[config.mk]
export PLATFORM = sky130hd
export DESIGN_NAME = bsmh_ctrl
export DESIGN_NICKNAME = d
export VERILOG_FILES = /design/src/rtl/bsmh_pkg.sv /design/src/rtl/bsmh_ctrl.sv
export SDC_FILE = /design/constraint.sdc
export NUM_CORES = 1
export LEC_CHECK = 0
export BUFFER_PORTS_ARGS = -buffer_cell sky130_fd_sc_hd__buf_2
export CAP_MARGIN = 40
export CORE_AREA = 2 2 45 47
export CTS_CLUSTER_DIAMETER = 150
export DETAILED_ROUTE_END_ITERATION = 8
export DIE_AREA = 0 0 47 49
export PLACE_DENSITY_LB_ADDON = 0.3
export SLEW_MARGIN = 15
export SYNTH_ARGS = -nofsm -noshare
export SYNTH_HDL_FRONTEND = slang
export SYNTH_SLANG_ARGS = --single-unit
[constraint.sdc]
create_clock -name clk_i -period 1.6 [get_ports clk_i]
set_input_delay 0.32 -clock clk_i [delete_from_list [all_inputs] [get_ports clk_i]]
set_output_delay 0.32 -clock clk_i [all_outputs]
set_load 0.02 [all_outputs]
[src/rtl/bsmh_pkg.sv]
// Shared types and constants for the box stacking height unit.
// Used by the controller, the datapath and the top level; no dependencies.
`timescale 1ns / 1ps

package bsmh_pkg;

  localparam int MaxBoxes  = 32;
  localparam int DimBits   = 16;
  localparam int Orients   = 6;
  localparam int NumOr     = Orients * MaxBoxes;
  localparam int IdxW      = $clog2(NumOr + 1);
  localparam int HeightW   = 24;
  localparam int KW        = 3;

  localparam logic [HeightW-1:0] HeightMax = {HeightW{1'b1}};
  localparam logic [IdxW-1:0]    NumOrIdx  = IdxW'(NumOr);
  localparam logic [KW-1:0]      KLast     = KW'(Orients - 1);

  typedef logic [DimBits-1:0] dim_t;

  // One orientation: base x, base y, height z.
  typedef struct packed {
    dim_t x;
    dim_t y;
    dim_t z;
  } orient_t;

  // Commands from the controller to the datapath.
  typedef struct packed {
    logic capture;  // latch the input box
    logic expand;   // write one orientation of the latched box
    logic rd_key;   // read the entry at the outer index
    logic ld_key;   // latch the key and clear the scan state
    logic scan;     // read the next inner entry
    logic wr_rank;  // write the key to its sorted position
    logic wr_best;  // write the best height of the outer entry
    logic next_i;   // advance the outer index
    logic clr_i;    // restart the outer index
    logic clr_all;  // restart the outer index and the result
    logic fin;      // empty the box set
    logic dp;       // 0: ranking phase, 1: chain phase
  } cmd_t;

  // Status from the datapath to the controller.
  typedef struct packed {
    logic full;
    logic k_last;
    logic last;
    logic scan_last;
    logic i_last;
    logic i_zero;
  } stat_t;

endpackage

[src/rtl/bsmh_ctrl.sv]
// Controller state machine of the box stacking height unit.
// Depends on bsmh_pkg for the command and status types.
`timescale 1ns / 1ps

module bsmh_ctrl (
  input  logic           clk_i,
  input  logic           rst_ni,
  input  logic           in_valid_i,
  input  logic           last_box_i,
  output logic           in_stall_o,
  output logic           out_valid_o,
  input  logic           out_stall_i,
  input  bsmh_pkg::stat_t stat_i,
  output bsmh_pkg::cmd_t  cmd_o
);
  import bsmh_pkg::*;

  typedef enum logic [7:0] {
    StIdle   = 8'b0000_0001,
    StExpand = 8'b0000_0010,
    StKeyRd  = 8'b0000_0100,
    StKeyLd  = 8'b0000_1000,
    StScan   = 8'b0001_0000,
    StDrain  = 8'b0010_0000,
    StWrite  = 8'b0100_0000,
    StOut    = 8'b1000_0000
  } state_e;

  state_e state_q, state_d;
  logic   dp_q, dp_d;

  // State register and phase flag.
  always_ff @(posedge clk_i or negedge rst_ni) begin
    if (!rst_ni) begin
      state_q <= StIdle;
      dp_q    <= 1'b0;
    end else begin
      state_q <= state_d;
      dp_q    <= dp_d;
    end
  end

  // Next state and command decode.
  always_comb begin
    state_d     = state_q;
    dp_d        = dp_q;
    cmd_o       = '0;
    cmd_o.dp    = dp_q;
    in_stall_o  = 1'b1;
    out_valid_o = 1'b0;
    unique case (state_q)
      StIdle: begin
        in_stall_o = 1'b0;
        if (in_valid_i) begin
          cmd_o.capture = 1'b1;
          if (!stat_i.full) begin
            state_d = StExpand;
          end else if (last_box_i) begin
            cmd_o.clr_all = 1'b1;
            dp_d          = 1'b0;
            state_d       = StKeyRd;
          end
        end
      end
      StExpand: begin
        cmd_o.expand = 1'b1;
        if (stat_i.k_last) begin
          if (stat_i.last) begin
            cmd_o.clr_all = 1'b1;
            dp_d          = 1'b0;
            state_d       = StKeyRd;
          end else begin
            state_d = StIdle;
          end
        end
      end
      StKeyRd: begin
        cmd_o.rd_key = 1'b1;
        state_d      = StKeyLd;
      end
      StKeyLd: begin
        cmd_o.ld_key = 1'b1;
        state_d      = (dp_q && stat_i.i_zero) ? StWrite : StScan;
      end
      StScan: begin
        cmd_o.scan = 1'b1;
        if (stat_i.scan_last) begin
          state_d = StDrain;
        end
      end
      StDrain: begin
        state_d = StWrite;
      end
      StWrite: begin
        cmd_o.wr_rank = !dp_q;
        cmd_o.wr_best = dp_q;
        cmd_o.next_i  = 1'b1;
        if (stat_i.i_last) begin
          if (!dp_q) begin
            cmd_o.clr_i = 1'b1;
            dp_d        = 1'b1;
            state_d     = StKeyRd;
          end else begin
            state_d = StOut;
          end
        end else begin
          state_d = StKeyRd;
        end
      end
      StOut: begin
        out_valid_o = 1'b1;
        if (!out_stall_i) begin
          cmd_o.fin = 1'b1;
          state_d   = StIdle;
        end
      end
      default: begin
        state_d = StIdle;
      end
    endcase
  end

endmodule

==> impl_metrics.env, run 1 <==
export IMPL_worstPathRequired_ns=1.28
export IMPL_critPathMaxFanout=3
export IMPL_grt_pass1_wl_um=4284
export IMPL_cp_end_kind="output port"
export IMPL_worstMarginPinSlew_ns=0.3800
export IMPL_post_route_period_util_pct=124.0
export IMPL_postRouteAntennaNets=0
export IMPL_pin_count=25
export IMPL_gr_total_overflow=0
export IMPL_whs_path_depth=2
export IMPL_wire_per_inst_um=16.04
export IMPL_p_clk_share_pct=8.9
export IMPL_final_hold_viol_count=0
export IMPL_holdPathEnd="state_q[5]"
export IMPL_die_w_um=47
export IMPL_antenna_cells=0
export IMPL_synth_warnings=0
export IMPL_placed_cells=156
export IMPL_path_common_cell="buf_6"
export IMPL_ff2ff_path_depth=7
export IMPL_power_w=0.002205
export IMPL_cp_top_family="simple AND/OR/NAND/NOR gates"
export IMPL_r2r_end="state_q[0]"
export IMPL_syn_cell_area_sq_um=772.0
export IMPL_clock_path_buffers=2
export IMPL_layout_common_cells="buf_4 (28), buf_6 (15), buf_2 (11)"
export IMPL_chipHeight_um=49
export IMPL_slew_violations=0
export IMPL_slowest_delay_ns=0.45
export IMPL_p_leak_nw=0.6328
export IMPL_outcome="finished with violations"
export IMPL_syn_inst=92
export IMPL_r2r_start="state_q[3]"
export IMPL_drt_initial_drc_count=22
export IMPL_hold_class="input port to flop"
export IMPL_dieArea_sq_um=2303
export IMPL_num_rows=16
export IMPL_syn_nets=103
export IMPL_p_sw_share_pct=45.61
export IMPL_r2r_setup_slack_ns=-0.27
export IMPL_synth_edf_count=0
export IMPL_clock_sinks=9
export IMPL_cts_htree_levels=1
export IMPL_postSynthAreaPerCell_sq_um=8.391
export IMPL_layout_drive_gt1_share_pct=66.20
export IMPL_p_sw_w=0.001006
export IMPL_hp_start="stat_i[2]"
export IMPL_failed_checks="negative setup slack"
export IMPL_vias_per_cell=5.450
export IMPL_max_slew_margin_pct=74.44
export IMPL_io_buffers=24
export IMPL_grt_usage_pct=25.84
export IMPL_hold_slack_ns=0.2646
export IMPL_crit_chain="nor2_2 > nand2_2 > buf_6 > nor3_4 > nor2b_4 > buf_6"
export IMPL_skew_ns=0.01405
export IMPL_crit_type="flop to output port"
export IMPL_clk_latency_ns=0.28
export IMPL_finalSetupViolCount=15
export IMPL_finalNetCount=154
export IMPL_numCtsBuffers=3
export IMPL_drv_cap=0
export IMPL_cts_root_buf="clkbuf_4"
export IMPL_finalCriticalPeriod_ns=1.983
export IMPL_power_density_nw_per_um2=1606
export IMPL_wirelength_um=2711
export IMPL_firstDrtPassIters=4
export IMPL_start_kind="flop"
export IMPL_first_global_vias=921
export IMPL_clk_pin_slew_ns=0.08
export IMPL_core_sq_um=1842
export IMPL_grt_max_degree=10
export IMPL_comb_power_share_pct=72.0
export IMPL_areaGrowthSynthToFinish_pct=77.80
export IMPL_num_vias=921
export IMPL_synth_flop_cell="dfrtp_1"
export IMPL_hpwl_um=1780
export IMPL_fmax_mhz=504.2
export IMPL_stdcell_count=169
export IMPL_drc=0
export IMPL_grt_setup_unrepaired="true"
export IMPL_ys_ff_latch=9
export IMPL_setup_ws_ns=-0.3835
export IMPL_start_util_pct=41.92
export IMPL_irDropWorstVdd_v=0.001321
export IMPL_gp_congestion=0.8237
export IMPL_async_flop_share_pct=100.0
export IMPL_antenna_found_initial=0
export IMPL_cts_tree="yes"
export IMPL_layout_commonest_cell="buf_4"
export IMPL_ys_types=35
export IMPL_p_int_w=0.001199
export IMPL_worstPathArrival_ns=1.66
export IMPL_yosysSeqAreaShare_pct=29.34
export IMPL_crit_slowest_cell="dfrtp_2"
export IMPL_seqPwrFrac_pct=19.2
export IMPL_cp_num_buf_inv=2
export IMPL_final_core_util_pct=74.52
export IMPL_tns_ns=-3.742
==> flip-flops by register name (all words and copies together), names as in the netlist <==
register  flops
dp_q          1
state_q       8
==> per-layer routing <==
metal | vias to the layer above | part of all wire (%) | wire length, um | global-route usage [%]
li1 | 434 | - | - | -
met1 | 456 | 41 | 1124 | 34.56
met2 | 25 | 53 | 1425 | 38.58
met3 | 6 | 3.6 | 98 | 3.333
met4 | 0 | 2.3 | 62 | 14.81
met5 | - | 0 | 0 | 0
==> logic make-up (layout without fill, tap and decap cells) <==
group | after synthesis | count (layout) | synth area share (%)
flip-flops | 9 | 9 | 29.34
buffers and inverters | 14 | 64 | 10.86
AO/OA/AOI/OAI | 19 | 19 | 16.21
multiplexers | 2 | 2 | 3.241
AND/OR/NAND/NOR | 48 | 48 | 40.36
==> power by group through the flow <==
stage	sequential, W	clock [W]	combinational [W]
2_1_floorplan	0.000339	0	0.000915
3_3_place_gp	0.000426	0	0.00119
3_5_place_dp	0.000432	0	0.00121
4_1_cts	0.000418	0.000191	0.00148
5_1_grt	0.000437	0.000202	0.00168
6_report	0.000423	0.000195	0.00159
==> Yosys cell counts (2+ instances only) <==
cell type	n	area, sq um
a21oi_1	8	40.04
dfrtp_1	8	200.2
nand3_1	8	40.04
nor2_1	8	30.03
buf_4	5	37.54
nand2_1	5	18.77
buf_2	4	20.02
inv_1	4	15.01
nor2b_1	4	25.02
nor3b_1	4	30.03
nor3_1	3	15.01
o21ai_0	3	15.01
and2_1	2	12.51
and3_1	2	12.51
nor2_4	2	22.52
nor4_1	2	12.51
nor4b_1	2	17.52
==> through the flow <==
stage	worst slack, ns	cell area [sq um]
6_report	-0.3835	1373
5_1_grt	-0.4250	1373
4_1_cts	-0.3065	1324
3_5_place_dp	-0.1903	1127
3_3_place_gp	-0.1219	1127
2_1_floorplan	-0.06552	863.3
==> area by class of cell <==
type,instances,area (sq um)
Clock buffer,3,22.52
Clock inverter,1,5.005
Fill cell,132,469.2
Inverter,4,15.01
Multi-Input combinational cell,69,600.6
Sequential cell,9,231.5
Tap cell,27,33.78
Timing Repair Buffer,56,464.2
==> how the worst max path moves through the flow <==
stage                             to  cells past startpoint  slack, ns       start
after global routing        cmd_o[1]                      6      -0.42  state_q[3]
after detailed placement  state_q[0]                      5      -0.19  state_q[4]
after global placement    state_q[0]                      5      -0.12  state_q[4]
after CTS                   cmd_o[2]                      6      -0.31  state_q[3]
after floorplan           state_q[0]                      6      -0.07  state_q[0]
final                       cmd_o[1]                      6      -0.38  state_q[3]
==> what timing repair did <==
| action | 4_1_cts | 5_1_grt |
|---|---|---|
| hold buffers | 1 | 0 |
| endpoints found under the hold margin | 8 | 0 |
| endpoints found under the setup margin | 14 | 15 |
| pin swaps | 16 | 4 |
| resized for setup | 34 | 11 |
| buffers inserted | 8 | 1 |
Note: power is estimated with default switching activity, not from simulation.
==> run 2, diff against run 1 <==
- CELL_PAD_IN_SITES_DETAIL_PLACEMENT: not set -> 1
- CELL_PAD_IN_SITES_GLOBAL_PLACEMENT: not set -> 1
- CORE_AREA: 2 2 45 47 -> 4 4 55 57
- CTS_CLUSTER_DIAMETER: 150 -> 200
- DIE_AREA: 0 0 47 49 -> 0 0 59 61
==> impl_metrics.env, run 2 (synthesized netlist as in run 1, its figures left out) <==
export IMPL_worstMarginPinSlew_ns=0.4259
export IMPL_max_slew_margin_pct=71.35
export IMPL_final_core_util_pct=61.36
export IMPL_cts_root_buf="clkbuf_4"
export IMPL_gr_total_overflow=0
export IMPL_p_clk_share_pct=7.7
export IMPL_post_route_period_util_pct=122.0
export IMPL_chipHeight_um=61
export IMPL_irDropWorstVdd_v=0.001122
export IMPL_comb_power_share_pct=75.9
export IMPL_p_int_w=0.001470
export IMPL_outcome="finished with violations"
export IMPL_fill_cells=291
export IMPL_final_hold_viol_count=0
export IMPL_clk_latency_ns=0.29
export IMPL_crit_slowest_cell="dfrtp_2"
export IMPL_clock_path_buffers=2
export IMPL_num_vias=1013
export IMPL_slowest_delay_ns=0.46
export IMPL_cp_startpoint="state_q[2]"
export IMPL_hold_slack_ns=0.2922
export IMPL_p_leak_nw=0.7240
export IMPL_layout_commonest_cell="buf_4"
export IMPL_cts_htree_levels=1
export IMPL_clock_sinks=9
export IMPL_die_w_um=59
export IMPL_gp_congestion=0.8359
export IMPL_top_register="state_q"
export IMPL_p_sw_share_pct=44.04
export IMPL_drt_initial_drc_count=13
export IMPL_crit_type="flop to output port"
export IMPL_num_rows=18
export IMPL_largest_registers="state_q (8), dp_q (1)"
export IMPL_cp_top_family="simple AND/OR/NAND/NOR gates"
export IMPL_final_area_sq_um=1520
export IMPL_crit_chain="nor4_4 > nand3_2 > inv_2 > nand3_2 > o21ai_4 > buf_6"
export IMPL_setup_ws_ns=-0.3524
export IMPL_skew_ns=0.01620
export IMPL_finalSetupViolCount=17
export IMPL_worstPathArrival_ns=1.63
export IMPL_grt_max_degree=10
export IMPL_io_buffers=24
export IMPL_layout_common_cells="buf_4 (46), buf_6 (15), buf_2 (11)"
export IMPL_numCtsBuffers=3
export IMPL_clk_pin_slew_ns=0.08
export IMPL_largest_register_ffs=8
export IMPL_tns_ns=-3.835
export IMPL_wirelength_um=3670
export IMPL_slew_violations=0
export IMPL_seqPwrFrac_pct=16.4
export IMPL_path_common_cell="nand3_2"
export IMPL_hpwl_um=2163
export IMPL_drv_cap=0
export IMPL_first_global_vias=1083
export IMPL_stdcell_count=189
export IMPL_antenna_cells=0
export IMPL_grt_usage_pct=21.18
export IMPL_critPathMaxFanout=4
export IMPL_layout_drive_gt1_share_pct=74.21
export IMPL_fmax_mhz=512.2
export IMPL_placed_cells=163
export IMPL_finalNetCount=171
export IMPL_start_util_pct=31.16
export IMPL_grt_setup_unrepaired="true"
export IMPL_antenna_found_initial=0
export IMPL_place_area_sq_um=1149
export IMPL_r2r_start="state_q[2]"
export IMPL_cp_end_kind="output port"
export IMPL_vias_per_cell=5.360
export IMPL_worstPathRequired_ns=1.28
export IMPL_pin_count=25
export IMPL_cts_tree="yes"
export IMPL_failed_checks="negative setup slack"
export IMPL_firstDrtPassIters=4
export IMPL_hold_class="input port to flop"
export IMPL_cp_num_buf_inv=2
export IMPL_core_sq_um=2477
export IMPL_start_kind="flop"
export IMPL_dieArea_sq_um=3599
export IMPL_wire_per_inst_um=19.42
export IMPL_hp_start="stat_i[4]"
export IMPL_power_density_nw_per_um2=1728
export IMPL_finalCriticalPeriod_ns=1.952
export IMPL_grt_pass1_wl_um=5368
export IMPL_drc=0
export IMPL_p_sw_w=0.001157
export IMPL_areaGrowthSynthToFinish_pct=96.92
export IMPL_postRouteAntennaNets=0
[run 2: cell count changes in the layout (fill, tap and decap cells not counted), moves of 2 or more]
cell	previous run	this run
nor3_1	2	0
nor3_2	1	3
dfrtp_1	4	2
dfrtp_2	4	6
buf_4	28	46
[run 2: power by group through the flow]
stage,Combinational (W),Clock (W),Sequential [W]
6_report,0.00199,0.000202,0.000432
5_1_grt,0.00212,0.000218,0.000448
4_1_cts,0.00168,0.000204,0.000425
3_5_place_dp,0.00131,0,0.000432
3_3_place_gp,0.00126,0,0.000423
2_1_floorplan,0.000915,0,0.000339
[run 2: stage by stage]
step	power, W	setup WS (ns)
floorplan	0.001254	-0.06552
CTS	0.002304	-0.3384
global placement	0.001686	-0.1132
global route	0.002788	-0.4472
detailed placement	0.001746	-0.1394
finish	0.002627	-0.3524
[run 2: what timing repair did]
item | CTS | global route
gates resized for setup | 40 | 15
hold buffers | 1 | 0
pin swaps | 12 | 7
buffers inserted | 13 | 8
setup endpoints to repair | 16 | 17
hold endpoints to repair | 8 | 0
[run 2: final timing paths]
kind	end	slack, ns	cells past startpoint
worst min register to register	state_q[6]	0.68	2
worst max-delay path	cmd_o[2]	-0.35	6
worst max register to register	state_q[0]	-0.26	7
max in group asynchronous	state_q[0]	0.93	2
min in group asynchronous	dp_q	0.41	2
worst min-delay path	state_q[1]	0.29	2
[run 2: cell type report]
type	count	area, sq um	share of cell area, %
inverter	4	17.52	1.152
clock buffer	3	22.52	1.481
tap	30	37.54	2.469
clock inverter	1	5.005	0.3292
timing repair buffer	73	579.3	38.11
multi-input combinational	69	624.3	41.07
sequential	9	234.0	15.39
[run 2: metal layers]
layer  part of all wire (%)  track usage [%]  vias up
met5                      0                0        -
met4                    3.7            10.03        0
met3                    4.3            4.894       12
met2                     53            37.70       37
met1                     39            23.88      494
li1                       -                -      470
==> run 3, diff against run 2 <==
- CORE_AREA: 4 4 55 57 -> 4 4 51 53
- DIE_AREA: 0 0 59 61 -> 0 0 55 57
- clock period: 1.6 -> 2.5 ns (I/O delays scaled with it)
==> impl_metrics.env, run 3 (synthesized netlist as in run 1, its figures left out) <==
export IMPL_clock_path_buffers=2
export IMPL_seq_area_sq_um=227.7
export IMPL_cp_num_buf_inv=2
export IMPL_cp_startpoint="state_q[5]"
export IMPL_cts_resized=0
export IMPL_wire_per_inst_um=15.51
export IMPL_cts_root_buf="clkbuf_4"
export IMPL_die_w_um=55
export IMPL_antenna_cells=0
export IMPL_crit_type="flop to output port"
export IMPL_clk_pin_slew_ns=0.07
export IMPL_tns_ns=0
export IMPL_cts_htree_levels=1
export IMPL_slowest_delay_ns=0.48
export IMPL_drc=0
export IMPL_max_slew_margin_pct=73.45
export IMPL_grt_usage_pct=15.93
export IMPL_clk_latency_ns=0.27
export IMPL_chipHeight_um=57
export IMPL_skew_ns=0.005123
export IMPL_r2r_end="state_q[0]"
export IMPL_grt_setup_unrepaired="false"
export IMPL_layout_common_cells="buf_2 (24), nor2_1 (8), nand3_1 (8), a21oi_1 (8), dfrtp_1 (7)"
export IMPL_postRouteAntennaNets=0
export IMPL_largest_registers="state_q (8), dp_q (1)"
export IMPL_post_route_period_util_pct=92.58
export IMPL_grt_pass1_wl_um=3574
export IMPL_areaGrowthSynthToFinish_pct=15.07
export IMPL_antenna_found_initial=0
export IMPL_layout_drive_gt1_share_pct=33.64
export IMPL_cp_end_kind="output port"
export IMPL_first_global_vias=781
export IMPL_firstDrtPassIters=4
export IMPL_hold_class="input port to async pin"
export IMPL_pin_count=25
export IMPL_finalNetCount=122
export IMPL_worstPathArrival_ns=1.81
export IMPL_crit_slowest_cell="dfrtp_1"
export IMPL_num_rows=17
export IMPL_finalCriticalPeriod_ns=2.315
export IMPL_slew_violations=0
export IMPL_cts_post_setup_buffers_inserted=0
export IMPL_p_leak_nw=0.4359
export IMPL_cp_top_family="simple AND/OR/NAND/NOR gates"
export IMPL_gp_congestion=0.7584
export IMPL_finalSetupViolCount=0
export IMPL_gr_total_overflow=0
export IMPL_start_kind="flop"
export IMPL_grt_max_degree=11
export IMPL_io_buffers=24
export IMPL_path_common_cell="nor2_1"
export IMPL_drt_initial_drc_count=8
export IMPL_critPathMaxFanout=8
export IMPL_core_sq_um=2148
export IMPL_largest_register_ffs=8
export IMPL_r2r_start="state_q[0]"
export IMPL_vias_per_cell=5.457
export IMPL_worstMarginPinSlew_ns=0.3946
export IMPL_layout_commonest_cell="buf_2"
export IMPL_irDropWorstVdd_v=0.0004224
export IMPL_num_vias=753
export IMPL_start_util_pct=35.93
export IMPL_top_register="state_q"
export IMPL_clock_sinks=9
export IMPL_power_w=0.0009657
export IMPL_worstPathRequired_ns=2.00
export IMPL_power_density_nw_per_um2=1087
export IMPL_fill_cells=277
export IMPL_hpwl_um=1644
export IMPL_ff2ff_path_depth=5
export IMPL_final_hold_viol_count=0
export IMPL_cts_tree="yes"
export IMPL_dieArea_sq_um=3135
export IMPL_drv_cap=0
export IMPL_multi_input_area_sq_um=464.2
export IMPL_wirelength_um=2141
export IMPL_numCtsBuffers=3
export IMPL_fmax_mhz=432.1
export IMPL_holdBufCountCts=0
export IMPL_crit_chain="nor2_1 > nand2_1 > nor2_1 > nand3_1 > inv_1 > and2_1 > buf_2"
export IMPL_r2r_setup_slack_ns=0.72
export IMPL_outcome="completed"
==> run 3: power by group <==
group,internal (W),total (W),switching [W]
combinational,0.000242,0.000549,0.000307
clock,0.0000618,0.000120,0.0000583
sequential,0.000193,0.000297,0.000104
total,0.000497,0.000966,0.000469
==> run 3: metrics by stage <==
| stage | hold slack [ns] | cells | utilization [%] | area, sq um | setup slack [ns] |
|---|---|---|---|---|---|
| 6_report | 0.07812 | 138 | 41.35 | 888.4 | 0.1855 |
| 3_5_place_dp | 0.3735 | 134 | 39.95 | 858.3 | 0.4332 |
| 4_1_cts | 0.07871 | 138 | 41.18 | 884.6 | 0.1253 |
| 5_1_grt | 0.07910 | 138 | 41.35 | 888.4 | 0.02055 |
| 3_3_place_gp | 0.3700 | 134 | 39.95 | 858.3 | 0.4428 |
| 2_1_floorplan | 0.2044 | 92 | - | 772.0 | 0.2382 |
==> run 3: how the worst max path moves through the flow <==
stage / to / cells after the start / slack (ns)
floorplan: cmd_o[1] / 5 / 0.24
global placement: cmd_o[2] / 6 / 0.44
detailed placement: cmd_o[2] / 4 / 0.43
CTS: cmd_o[2] / 4 / 0.13
global route: cmd_o[5] / 7 / 0.02
finish: cmd_o[5] / 7 / 0.19
==> run 3: layer usage <==
metal	share of wire (%)	up-vias	GRT usage (%)
met4	2.1	0	9.028
met3	3.5	5	3.655
li1	-	367	-
met5	0	-	0
met2	48	16	24.49
met1	46	365	19.94
==> run 3: cell type report <==
type | instances | area share (%)
clock buffers | 4 | 2.958
well taps | 28 | 3.944
repair buffers | 24 | 13.52
flip-flops and latches | 9 | 25.63
multi-input cells | 69 | 52.25
inverters | 4 | 1.690
